[config.mk]
export PLATFORM = sky130hd
export DESIGN_NAME = rc4_drop_stream_cipher
export DESIGN_NICKNAME = d
export VERILOG_FILES = /design/src/rc4d_pkg.sv /design/src/rc4_drop_stream_cipher.sv
export SDC_FILE = /design/constraint.sdc
export NUM_CORES = 2
export LEC_CHECK = 0
export BUFFER_PORTS_ARGS = -buffer_cell sky130_fd_sc_hd__buf_2
export CAP_MARGIN = 30
export CORE_ASPECT_RATIO = 0.75
export CORE_MARGIN = 2
export CORE_UTILIZATION = 54
export DETAILED_ROUTE_END_ITERATION = 8
export PLACE_DENSITY = 0.71
export RECOVER_POWER = 50
export SETUP_SLACK_MARGIN = 0.05
export SLEW_MARGIN = 5
export SYNTH_ARGS = -nofsm -noshare
export SYNTH_HDL_FRONTEND = slang
export SYNTH_SLANG_ARGS = --single-unit
[constraint.sdc]
create_clock -name clock -period 8.35 [get_ports clock]
set_clock_uncertainty 0.1 [all_clocks]
set_input_delay 0.4175 -clock clock [delete_from_list [all_inputs] [get_ports clock]]
set_output_delay 0.4175 -clock clock [all_outputs]
set_load 0.005 [all_outputs]
[src/rc4d_pkg.sv]
// ---------------------------------------------------------------------------
// rc4d_pkg: shared types, constants and microcode for the RC4-drop cipher
// Holds the control word layout, step codes and the microprogram ROM.
// ---------------------------------------------------------------------------
`default_nettype none

package rc4d_pkg;

   localparam int KEY_BYTES_DEF = 8;
   localparam int CSR_DATA_W    = 64;
   localparam int CSR_IDX_W     = 2;
   localparam int DISC_W        = 12;
   localparam logic [DISC_W-1:0] DISC_RESET = 12'd1024;

   // register indexes
   localparam logic [CSR_IDX_W-1:0] CSR_KEY     = 2'd0;
   localparam logic [CSR_IDX_W-1:0] CSR_DISCARD = 2'd1;

   typedef logic [1:0] rsel_type;
   typedef logic [1:0] wsel_type;
   typedef logic [1:0] cond_type;
   typedef logic [3:0] upc_type;

   // read address sources
   localparam rsel_type RD_I  = 2'd0;   // S[i]
   localparam rsel_type RD_I1 = 2'd1;   // S[i+1]
   localparam rsel_type RD_J  = 2'd2;   // S[new j]
   localparam rsel_type RD_T  = 2'd3;   // S[si+sj]

   // write targets
   localparam wsel_type WR_NONE = 2'd0;
   localparam wsel_type WR_I    = 2'd1; // S[i] <= read word
   localparam wsel_type WR_J    = 2'd2; // S[j] <= si

   // jump conditions
   localparam cond_type JC_NEXT     = 2'd0;
   localparam cond_type JC_I_NLAST  = 2'd1; // i != 255
   localparam cond_type JC_CNT_ZERO = 2'd2;
   localparam cond_type JC_CNT_NONE = 2'd3; // count != 1

   // step codes
   localparam upc_type ST_K_CLR = 4'd0;
   localparam upc_type ST_K_RD  = 4'd1;
   localparam upc_type ST_K_SWP = 4'd2;
   localparam upc_type ST_K_WI  = 4'd3;
   localparam upc_type ST_K_WJ  = 4'd4;
   localparam upc_type ST_D_CHK = 4'd5;
   localparam upc_type ST_D_RD  = 4'd6;
   localparam upc_type ST_D_SWP = 4'd7;
   localparam upc_type ST_D_WI  = 4'd8;
   localparam upc_type ST_D_WJ  = 4'd9;
   localparam upc_type ST_G_RD  = 4'd10;
   localparam upc_type ST_G_SWP = 4'd11;
   localparam upc_type ST_G_WI  = 4'd12;
   localparam upc_type ST_G_WJ  = 4'd13;
   localparam upc_type ST_G_OUT = 4'd14;

   typedef struct packed {
      logic     clr;      // refill table, clear i/j, load drop count
      logic     inc_i;
      rsel_type rsel;
      logic     ld_si;    // si <= word, j <= j + word (+ key)
      logic     key_en;
      logic     ld_sj;
      wsel_type wsel;
      logic     dec_cnt;
      cond_type jc;
      upc_type  target;
      logic     done;     // deliver result, return to idle
   } ctrl_type;

   function automatic ctrl_type ucode_rom(input upc_type a);
      ctrl_type cw;
      cw = '0;
      case (a)
         ST_K_CLR: cw.clr = 1'b1;
         ST_K_RD:  cw.rsel = RD_I;
         ST_K_SWP: begin
            cw.ld_si  = 1'b1;
            cw.key_en = 1'b1;
            cw.rsel   = RD_J;
         end
         ST_K_WI:  cw.wsel = WR_I;
         ST_K_WJ:  begin
            cw.wsel   = WR_J;
            cw.inc_i  = 1'b1;
            cw.jc     = JC_I_NLAST;
            cw.target = ST_K_RD;
         end
         ST_D_CHK: begin
            cw.jc     = JC_CNT_ZERO;
            cw.target = ST_G_RD;
         end
         ST_D_RD:  begin
            cw.rsel  = RD_I1;
            cw.inc_i = 1'b1;
         end
         ST_D_SWP: begin
            cw.ld_si = 1'b1;
            cw.rsel  = RD_J;
         end
         ST_D_WI:  cw.wsel = WR_I;
         ST_D_WJ:  begin
            cw.wsel    = WR_J;
            cw.dec_cnt = 1'b1;
            cw.jc      = JC_CNT_NONE;
            cw.target  = ST_D_RD;
         end
         ST_G_RD:  begin
            cw.rsel  = RD_I1;
            cw.inc_i = 1'b1;
         end
         ST_G_SWP: begin
            cw.ld_si = 1'b1;
            cw.rsel  = RD_J;
         end
         ST_G_WI:  begin
            cw.wsel  = WR_I;
            cw.ld_sj = 1'b1;
         end
         ST_G_WJ:  begin
            cw.wsel = WR_J;
            cw.rsel = RD_T;
         end
         ST_G_OUT: cw.done = 1'b1;
         default:  cw.done = 1'b1;
      endcase
      return cw;
   endfunction

endpackage

`default_nettype wire

[src/rc4_drop_stream_cipher.sv]
// ---------------------------------------------------------------------------
// rc4_drop_stream_cipher: RC4 stream cipher with keystream drop
// Microcoded sequencer over a 256-byte permutation memory.
// ---------------------------------------------------------------------------
// Usage:
//  - req_* carries one word: a data byte, a restart flag and a last flag.
//    rsp_* returns the byte XORed with the next keystream byte, last copied.
//  - A word is taken only while the sequencer is idle; one word is in work
//    at a time. A plain word runs 5 microcode steps before rsp_valid rises,
//    and the next word is taken only once the sequencer is idle again, so
//    plain words are handled one at a time, limited by the single read
//    and single write port of the permutation memory.
//  - A word with restart set first runs the key schedule (1 + 4*256 steps),
//    then one check step and 4 steps per dropped byte, and then the steps
//    of a plain word.
//  - csr_we writes register csr_index (0: key, 1: drop count).
//    New values take effect at the next restart.
//  - Reset returns the table to identity, i = j = 0, key 0, drop count 1024.
//    The table is not swept: per-entry valid bits make an unwritten entry
//    read as its own index, and a restart clears them again in its first step.
//  - If rsp_ready is low, the result waits in the output register; the
//    sequencer holds in its final step until the register frees up.
// ---------------------------------------------------------------------------
`default_nettype none

module rc4_drop_stream_cipher #(
   parameter int KEY_BYTES = rc4d_pkg::KEY_BYTES_DEF
) (
   input  wire logic                            clock,
   input  wire logic                            reset,
   input  wire logic                            req_valid,
   output logic                                 req_ready,
   input  wire logic [7:0]                      req_data_in,
   input  wire logic                            req_restart,
   input  wire logic                            req_last_in,
   output logic                                 rsp_valid,
   input  wire logic                            rsp_ready,
   output logic [7:0]                           rsp_data_out,
   output logic                                 rsp_last_out,
   input  wire logic                            csr_we,
   input  wire logic [rc4d_pkg::CSR_IDX_W-1:0]  csr_index,
   input  wire logic [rc4d_pkg::CSR_DATA_W-1:0] csr_wdata
);
   import rc4d_pkg::*;

   localparam int KEY_W  = 8 * KEY_BYTES;
   localparam int KIDX_W = (KEY_BYTES > 1) ? $clog2(KEY_BYTES) : 1;
   localparam logic [KIDX_W-1:0] KIDX_LAST = KIDX_W'(KEY_BYTES - 1);

   // config registers
   logic [KEY_W-1:0]  key_ff;
   logic [DISC_W-1:0] disc_ff;

   // sequencer
   logic     busy_ff;
   upc_type  upc_ff;
   ctrl_type cw;
   logic     take;
   logic     go;

   // datapath
   logic [7:0]        i_ff, j_ff, si_ff, sj_ff;
   logic [DISC_W-1:0] cnt_ff;
   logic [KIDX_W-1:0] kidx_ff;
   logic [7:0]        data_ff;
   logic              last_ff;

   // permutation memory with per-entry valid bits
   logic [7:0] perm_ff [256];
   logic [255:0] vld_ff;
   logic [7:0] rd_data_ff, rd_addr_ff;
   logic       rd_vld_ff;
   logic       fwd_ff;
   logic [7:0] rdv;
   logic [7:0] raddr, waddr, wdata;
   logic       we, rd_en;
   logic [7:0] kbyte, j_in, ks;

   logic       rsp_valid_ff;
   logic [7:0] rsp_data_ff;
   logic       rsp_last_ff;

   assign cw        = ucode_rom(upc_ff);
   assign req_ready = !busy_ff;
   assign go        = !rsp_valid_ff || rsp_ready;
   assign rd_en     = busy_ff && !cw.done;

   // invalid entry reads as its own index (identity fill)
   assign rdv   = rd_vld_ff ? rd_data_ff : rd_addr_ff;
   assign kbyte = cw.key_en ? key_ff[kidx_ff*8 +: 8] : 8'd0;
   assign j_in  = j_ff + rdv + kbyte;
   // S[j] is written in the same step that reads S[si+sj]
   assign ks    = fwd_ff ? si_ff : rdv;

   always_comb begin
      case (cw.rsel)
         RD_I:    raddr = i_ff;
         RD_I1:   raddr = i_ff + 8'd1;
         RD_J:    raddr = j_in;
         RD_T:    raddr = si_ff + sj_ff;
         default: raddr = i_ff;
      endcase
   end

   always_comb begin
      we    = 1'b0;
      waddr = i_ff;
      wdata = rdv;
      case (cw.wsel)
         WR_I: begin
            we    = busy_ff;
            waddr = i_ff;
            wdata = rdv;
         end
         WR_J: begin
            we    = busy_ff;
            waddr = j_ff;
            wdata = si_ff;
         end
         default: we = 1'b0;
      endcase
   end

   always_comb begin
      case (cw.jc)
         JC_I_NLAST:  take = (i_ff != 8'hFF);
         JC_CNT_ZERO: take = (cnt_ff == '0);
         JC_CNT_NONE: take = (cnt_ff != DISC_W'(1));
         default:     take = 1'b0;
      endcase
   end

   // memory
   always_ff @(posedge clock) begin
      if (we) begin
         perm_ff[waddr] <= wdata;
      end
      if (rd_en) begin
         rd_data_ff <= perm_ff[raddr];
         rd_addr_ff <= raddr;
         fwd_ff     <= (raddr == j_ff);
      end
   end

   always_ff @(posedge clock) begin
      if (reset) begin
         vld_ff    <= '0;
         rd_vld_ff <= 1'b0;
      end else begin
         if (rd_en) begin
            rd_vld_ff <= vld_ff[raddr];
         end
         if (busy_ff && cw.clr) begin
            vld_ff <= '0;
         end else if (we) begin
            vld_ff[waddr] <= 1'b1;
         end
      end
   end

   // config port
   always_ff @(posedge clock) begin
      if (reset) begin
         key_ff  <= '0;
         disc_ff <= DISC_RESET;
      end else if (csr_we) begin
         case (csr_index)
            CSR_KEY:     key_ff  <= csr_wdata[KEY_W-1:0];
            CSR_DISCARD: disc_ff <= csr_wdata[DISC_W-1:0];
            default:     ;
         endcase
      end
   end

   // sequencer
   always_ff @(posedge clock) begin
      if (reset) begin
         busy_ff <= 1'b0;
         upc_ff  <= ST_G_RD;
      end else if (!busy_ff) begin
         if (req_valid) begin
            busy_ff <= 1'b1;
            upc_ff  <= req_restart ? ST_K_CLR : ST_G_RD;
         end
      end else if (cw.done) begin
         if (go) begin
            busy_ff <= 1'b0;
         end
      end else begin
         upc_ff <= take ? cw.target : upc_ff + 4'd1;
      end
   end

   // index and scratch registers
   always_ff @(posedge clock) begin
      if (reset) begin
         i_ff    <= '0;
         j_ff    <= '0;
         cnt_ff  <= '0;
         kidx_ff <= '0;
      end else if (busy_ff) begin
         if (cw.clr) begin
            i_ff    <= '0;
            j_ff    <= '0;
            cnt_ff  <= disc_ff;
            kidx_ff <= '0;
         end
         if (cw.inc_i) begin
            i_ff <= i_ff + 8'd1;
         end
         if (cw.ld_si) begin
            j_ff <= j_in;
            if (cw.key_en) begin
               kidx_ff <= (kidx_ff == KIDX_LAST) ? '0 : kidx_ff + KIDX_W'(1);
            end
         end
         if (cw.dec_cnt) begin
            cnt_ff <= cnt_ff - DISC_W'(1);
         end
      end
   end

   always_ff @(posedge clock) begin
      if (busy_ff && cw.ld_si) begin
         si_ff <= rdv;
      end
      if (busy_ff && cw.ld_sj) begin
         sj_ff <= rdv;
      end
      if (req_valid && req_ready) begin
         data_ff <= req_data_in;
         last_ff <= req_last_in;
      end
   end

   // output register
   always_ff @(posedge clock) begin
      if (reset) begin
         rsp_valid_ff <= 1'b0;
      end else if (busy_ff && cw.done && go) begin
         rsp_valid_ff <= 1'b1;
      end else if (rsp_ready) begin
         rsp_valid_ff <= 1'b0;
      end
   end

   always_ff @(posedge clock) begin
      if (busy_ff && cw.done && go) begin
         rsp_data_ff <= data_ff ^ ks;
         rsp_last_ff <= last_ff;
      end
   end

   assign rsp_valid    = rsp_valid_ff;
   assign rsp_data_out = rsp_data_ff;
   assign rsp_last_out = rsp_last_ff;

endmodule

`default_nettype wire

Word-level counts from Yosys, hierarchy flattened
Memories as Yosys holds them, arrays and structs flattened. A register that Yosys moved wholly into a read port is not among the register bits.
Index checks and enable logic that the tools add are counted.
{"block": "totals", "elab_cells": 138, "in_bits": 81, "regBits": 413, "memories": 1, "output_inout_bits": 11, "mem_bits_rw": 2048}
{"block": "classes", "bitwise_logic": 2, "shifts": 1, "n_eq_ne": 27, "add_sub_neg": 7, "muxes": 44, "n_reduce_logical": 34, "n_lt_le_gt_ge": 3}
{"name": "perm_ff", "depth": 256, "word_bits": 8, "rd": 1, "rd_clocked_by_memory_dff": 1, "wr": 1, "line": "rc4_drop_stream_cipher.sv:69", "text": "logic [7:0] perm_ff [256];"}
{"cell": "256-bit OR", "n": 1}
{"cell": "8-bit two-way mux", "n": 8}
{"cell": "64-bit by 7-bit indexed part select with 8-bit output", "n": 1}
{"cell": "8-bit one-hot mux with 4 select lines", "n": 1}
{"cell": "8-bit adder", "n": 3}
{"cell": "4-bit == test, second input constant", "n": 6}
{"cell": "12-bit two-way mux", "n": 2}
{"cell": "4-bit two-way mux", "n": 5}
{"cell": "8-bit by 9-bit less-than comparator with 1-bit output, second input constant", "n": 2}
{"cell": "1-bit two-way mux", "n": 18}
{"cell": "6-bit one-hot mux with 3 select lines", "n": 1}
{"cell": "4-bit by 3-bit == test with 1-bit output, second input constant", "n": 4}
{"cell": "14-bit OR reduction", "n": 1}
{"cell": "12-bit zero test", "n": 1}
{"cell": "3-bit two-way mux", "n": 4}
{"cell": "12-bit by 1-bit != test with 1-bit output, second input constant", "n": 1}
{"cell": "2-bit AND reduction", "n": 6}
{"cell": "3-bit OR reduction", "n": 4}
{"cell": "12-bit by 1-bit subtractor with 12-bit output, second input constant", "n": 1}
{"cell": "2-bit == test, second input constant", "n": 5}
{"cell": "2-bit nonzero test", "n": 5}
{"cell": "8-bit by 1-bit adder with 8-bit output, second input constant", "n": 1}
{"cell": "1-bit binary-select mux with 8-bit select", "n": 1}
{"cell": "1-bit demux with 8-bit select", "n": 1}
{"cell": "20 further kinds", "n": 35}

Logic depth before layout (Yosys ltp)
{"block": "logic_depth", "word_depth": 10, "ltp_mapped": 24, "ltp_nobuf": 20}

Worst setup path after synthesis
OpenSTA, ideal clock, no wires.
{"block": "synth_path", "path_type": "flip-flop to flip-flop", "start": "reg kidx_ff[0]", "end": "reg rd_data_ff[4] (read register of perm_ff), data pin", "period_less_slack_ns": 5.362, "setup_time_ns": 0.256, "path_stages_with_launch": 21, "required_time_ns": 7.994, "n_path_buf": 5, "arrival_ns": 5.006, "slack_ns": 2.988, "cell_sequence": "dfxtp_1 -> buf_2 -> buf_1 -> mux4_2 -> mux2i_1 -> nor2_1 -> fa_1 -> inv_1 -> fa_1 -> xor2_1 -> o221a_2 -> and2_1 -> clkbuf_1 -> buf_2 -> nand3_2 -> buf_2 -> o22ai_1 -> a211o_1 -> a2111oi_0 -> o311ai_0 -> and4_1"}
{"block": "synth_via", "elab_chain_cells": 4}
{"item": "start, declared", "line": "rc4_drop_stream_cipher.sv:64", "text": "logic [KIDX_W-1:0] kidx_ff;"}
{"item": "start signal, assigned", "line": "rc4_drop_stream_cipher.sv:214", "text": "kidx_ff <= (kidx_ff == KIDX_LAST) ? '0 : kidx_ff + KIDX_W'(1);"}
{"item": "64-bit by 7-bit indexed part select with 8-bit output", "line": "rc4_drop_stream_cipher.sv:90", "text": "assign kbyte = cw.key_en ? key_ff[kidx_ff*8 +: 8] : 8'd0;"}
{"item": "8-bit two-way mux", "line": "rc4_drop_stream_cipher.sv:90"}
{"item": "8-bit adder", "line": "rc4_drop_stream_cipher.sv:91", "text": "assign j_in = j_ff + rdv + kbyte;"}
{"item": "8-bit one-hot mux with 4 select lines", "line": "rc4_drop_stream_cipher.sv:96", "text": "case (cw.rsel)"}
{"item": "end, declared", "line": "rc4_drop_stream_cipher.sv:71", "text": "logic [7:0] rd_data_ff, rd_addr_ff;"}
No other way between the ends.
A chain may end at the register's enable or synchronous reset.

Worst setup path after layout
{"block": "layout_path", "start": "reg upc_ff[0]", "end": "reg rd_vld_ff"}
{"block": "layout_via", "elab_chain_cells": 7, "word_cells_on_any_way": 29, "cone_classes": "add/sub: 1; eq/ne: 16; mux: 6; reduce/logical: 6"}
{"item": "start, declared", "line": "rc4_drop_stream_cipher.sv:56", "text": "upc_type upc_ff;"}
{"item": "start signal, assigned", "line": "rc4_drop_stream_cipher.sv:183", "text": "upc_ff <= req_restart ? ST_K_CLR : ST_G_RD;"}
{"item": "start signal, assigned", "line": "rc4_drop_stream_cipher.sv:190", "text": "upc_ff <= take ? cw.target : upc_ff + 4'd1;"}
{"item": "4-bit by 2-bit == test with 1-bit output, or another cell as far along", "line": "rc4d_pkg.sv:75", "text": "case (a)"}
{"item": "1-bit two-way mux, or another cell as far along", "line": "rc4d_pkg.sv:75"}
{"item": "8-bit two-way mux / 2-bit one-hot mux with 3 select lines (equally long branches)", "line": "rc4_drop_stream_cipher.sv:90, rc4d_pkg.sv:75"}
{"item": "8-bit adder, or another cell as far along", "line": "rc4_drop_stream_cipher.sv:91"}
{"item": "8-bit one-hot mux with 4 select lines", "line": "rc4_drop_stream_cipher.sv:96"}
{"item": "1-bit binary-select mux with 8-bit select", "line": "rc4_drop_stream_cipher.sv:151", "text": "rd_vld_ff <= vld_ff[raddr];"}
{"item": "1-bit two-way mux (implied by the code)", "line": "rc4_drop_stream_cipher.sv:151"}
{"item": "end signal, assigned", "line": "rc4_drop_stream_cipher.sv:151"}
{"item": "end, declared", "line": "rc4_drop_stream_cipher.sv:72", "text": "logic rd_vld_ff;"}
Parallel ways exist; a longest one is shown, timed or not. The select of a mux whose other input is x is not followed.

==> key figures <==
Run status
  – Status: complete, but fails checks
  – Failing checks: max-capacitance violations, max-slew violations

Run
  – Number of max-cap violations: 28

Pwr
  – Pwr Density: slightly above 300 mW/mm²
  – Maximum VDD drop: 250 µV
  – Lkg Pwr: 38.0 nW

Detailed routing
  – Post-DR wirelength/cell: roughly 28 µm
  – Final WL: ~300 mm
  – First-pass detailed-route iteration total: 7
  – Final ANT Viol Nets: 0
  – DRT iter0 DRCs: approximately 12,000
  – Vias/cell: 6.41
  – # DRC: 0
  – Vias post-DR: ~69,000

Layout
  – Final net count: around 8,300
  – Area of the multi-input gates: between 0.02 and 0.03 mm²
  – Ratio of cells with drive above 1 in the final layout: between 8 and 9%
  – Area Overhead vs Synth: 11.5%
  – Reg area: slightly above 0.07 mm²
  – Fin area: about 0.11 mm²
  – Fillers: about 14,000

Clock network
  – PostCTS Resize Cnt: 0
  – H-tree Lvls: 4
  – TritonCTS Sinks: 2,469
  – CTS root buffer: clkbuf_16
  – Clk slew on worst S/H paths: 70 ps
  – Worst skew pair latency: ~900 ps
  – Clock Tree Buf Depth: 3
  – Total CTS buffers: between 200 and 250
  – CTS tree: yes

Setup path
  – Origin of the critical flop-to-flop path: upc_ff[0]$_SDFFE_PP0P_
  – Crit-path slowest cell: a211oi_1
  – Cell mode on critical path: inv_1
  – CP Class: register to register
  – Worst path max stage delay: 930 ps
  – CP endpoint kind: register
  – Crit-path max FO: 26
  – Crit start category: register
  – Critical path launch point: upc_ff[0]$_SDFFE_PP0P_
  – Critical Path AT: between 8000 and 9000 ps
  – Crit-path cells: inv_1 -> ha_1 -> nor3b_2 -> nand2_1 -> fa_1 -> inv_1 -> ha_1 -> inv_1 -> fa_1 -> xor2_1 -> o221a_2 -> and2_4 -> clkinv_2 -> buf_4 -> nor2_2 -> a311oi_1 -> a31oi_1 -> nand3_1 -> a32o_1 -> a211oi_1
  – Worst endpoint required time: around 9000 ps

Synthesis
  – EDFF count, synth: 2,099
  – Yosys Warn Count: 0
  – Syn Std Cell Area: 0.100 mm²
  – Register bit count reported by yosys: about 2,500
  – Ys async rst share: 0%
  – Synth Flop Type: edfxtp_1
  – Post-synthesis sequential area ratio: a little over two thirds
  – Unique masters post-synth: between 80 and 90
  – Syn nets: a little over 8,000
  – Syn avg cell area: roughly 12 µm²
  – Post-Synthesis Cells: 8,070

Timing
  – Fin crit share: 95.5%
  – Fmax: about 130 MHz
  – Final count of negative-setup-slack endpoints: 0
  – Minimum clock period: about 8000 ps
  – Final Max Tran Viols: ~1,500
  – Setup_tns: 0 ps
  – Hold Violations, Final: 0
  – RSZ-0062 raised after global routing: no
  – Max-slew headroom: -220%
  – Tightest Pin Transition: about 4800 ps

Global route
  – Largest net degree at the start of global routing: between 150 and 200
  – First-pass GRT wire length: 432 mm
  – Congestion Overflow GR: 0
  – Antenna violations before repair: 13
  – Gr usage total: between 30% and 40%
  – Vias in the first global route: 63,629

Floorplanning
  – Die W: 501 µm
  – Core region area: 0.184 mm²
  – FP Rows: 136
  – Die Y-Extent: approximately 380 µm
  – Die Area: roughly 0.19 mm²
  – Initial Util: between 50% and 60%
  – Io pins: 92

Placement
  – Final GP Congestion: 0.916
  – Post-DP HPWL: between 150 and 200 mm
  – I/O Buffers: 91
  – Placed Area: 0.103 mm²

Worst hold path
  – Hold Path Origin: csr_index[0]
  – Hold Crit Class: input pin to register
## cell families after synthesis
family / share of synthesized area [%]
xor+xnor: 0.245
flops: 70.4
simple gates: 15.1
compound gates: 7.80
mux: 3.36
buf+inv: 2.59
fa+ha+maj: 0.488
## synthesized netlist by cell type, types with 5 or more instances
| library cell | instances | share of area [%] |
|---|---|---|
| a21oi_1 | 251 | 1.3 |
| o31ai_1 | 18 | 0.14 |
| o31a_1 | 11 | 0.096 |
| buf_4 | 11 | 0.083 |
| o2111ai_1 | 6 | 0.053 |
| nor2_1 | 341 | 1.3 |
| and3_1 | 160 | 1.0 |
| ha_1 | 23 | 0.29 |
| a311oi_1 | 189 | 1.7 |
| inv_1 | 30 | 0.11 |
| nand3b_1 | 14 | 0.11 |
| a211oi_1 | 37 | 0.28 |
| a31oi_1 | 61 | 0.38 |
| o21ai_0 | 64 | 0.32 |
| fa_1 | 9 | 0.18 |
| nand2_1 | 2069 | 7.8 |
| nor3b_1 | 5 | 0.038 |
| xor2_1 | 8 | 0.070 |
| or4_1 | 13 | 0.098 |
| or3_1 | 6 | 0.038 |
| o41ai_1 | 17 | 0.15 |
| o21a_1 | 271 | 2.0 |
| a2111oi_0 | 13 | 0.11 |
| xnor2_1 | 20 | 0.18 |
| nor3_1 | 49 | 0.25 |
| o211ai_1 | 8 | 0.060 |
| clkbuf_1 | 216 | 0.81 |
| nand2b_1 | 7 | 0.044 |
| nand4_1 | 21 | 0.13 |
| mux2_2 | 26 | 0.29 |
| nor4_1 | 23 | 0.14 |
| buf_2 | 248 | 1.2 |
| a221oi_1 | 5 | 0.044 |
| and4_1 | 7 | 0.061 |
| a211o_1 | 27 | 0.24 |
| nand3_1 | 774 | 3.9 |
| dfxtp_1 | 370 | 7.4 |
| buf_1 | 81 | 0.30 |
| edfxtp_1 | 2099 | 63 |
| mux2i_1 | 270 | 2.7 |
| o22ai_1 | 98 | 0.61 |
| mux4_2 | 16 | 0.36 |
## worst paths after layout
check                             to  slack [ps]  cells past startpoint
max           rd_vld_ff$_SDFFE_PP0P_         370                     20
min          disc_ff[5]$_SDFFE_PP0P_          60                      4
max reg2reg   rd_vld_ff$_SDFFE_PP0P_         370                     20
min reg2reg   rsp_last_out$_DFFE_PP_         320                      0
## critical path, delay by kind of cell (launching register included)
| family | cells | cell delay [ps] |
|---|---|---|
| DFF | 1 | 360 |
| buffers and inverters | 5 | 960 |
| adders and majority gates | 4 | 1590 |
| AOI/OAI and AO/OA | 5 | 2160 |
| xor gates and xnor gates | 1 | 290 |
| and+or+nand+nor | 5 | 2250 |
## report_power, final
part	switching, mW	total [mW]	internal (mW)
combinational	7.01	9.39	2.38
clock	4.64	10.4	5.74
sequential	0.0692	14.5	14.4
total	11.7	34.3	22.6
## per-layer routing
layer | vias to the layer above | track usage (%) | wire (µm) | share of wire (%)
met5 | - | 0.179 | 111 | 0.037
met4 | 8 | 9.92 | 10400 | 3.5
met3 | 602 | 9.37 | 43300 | 15
met2 | 4830 | 43.5 | 126000 | 42
met1 | 33977 | 45.8 | 118000 | 40
li1 | 29719 | - | - | -
## cell type report
class	instances	share of cell area, %
sequential	2469	63.1
multi-input combinational	5008	24.3
clock buffer	328	5.78
timing repair buffer	426	3.08
tap	2415	2.71
clock inverter	96	0.858
inverter	35	0.139
antenna	4	0.00897
## per-stage QoR
step           hold slack [ps]  utilization, %  power, mW  worst slack (ps)  cells
6_report                  61.1            60.8       34.3               375  10781
5_1_grt                   89.8            60.8       35.2              95.4  10778
4_1_cts                   10.7            60.7       33.9               575  10728
3_5_place_dp               308            56.2       23.7               575  10222
3_3_place_gp               302            56.0       23.6               484  10180
2_1_floorplan              300               -       20.2              2990   8070
## flip-flops by register name, summed over array words and instances (netlist names), 3 cells and up
register and flops:
rd_data_ff 8, upc_ff 4, rsp_data_out 8, rd_addr_ff 8, cnt_ff 12, data_ff 8, vld_ff 256, key_ff 64
sj_ff 8, kidx_ff 3, disc_ff 12, i_ff 8, perm_ff 2048, j_ff 8, si_ff 8
## cells in the final DEF (no fill, tap or decap), drive strengths merged, types with 21 or more instances in the layout
cell type	count
clkinv	77
a31oi	61
a211oi	38
edfxtp	2099
mux2	26
nand3	776
nor3	52
ha	23
o21a	271
a311oi	189
clkbuf	378
nor4	24
inv	41
o22ai	98
a21oi	251
nand2	2069
nor2	343
mux2i	270
o21ai	66
buf	293
nand4	21
and3	160
dlygate4sd3	82
dfxtp	370
a211o	27
## what timing repair did
action	CTS	global route
setup buffers	0	0
hold buffers	82	0
hold endpoints to repair	117	0
Note: power is estimated with default switching activity, not from simulation.
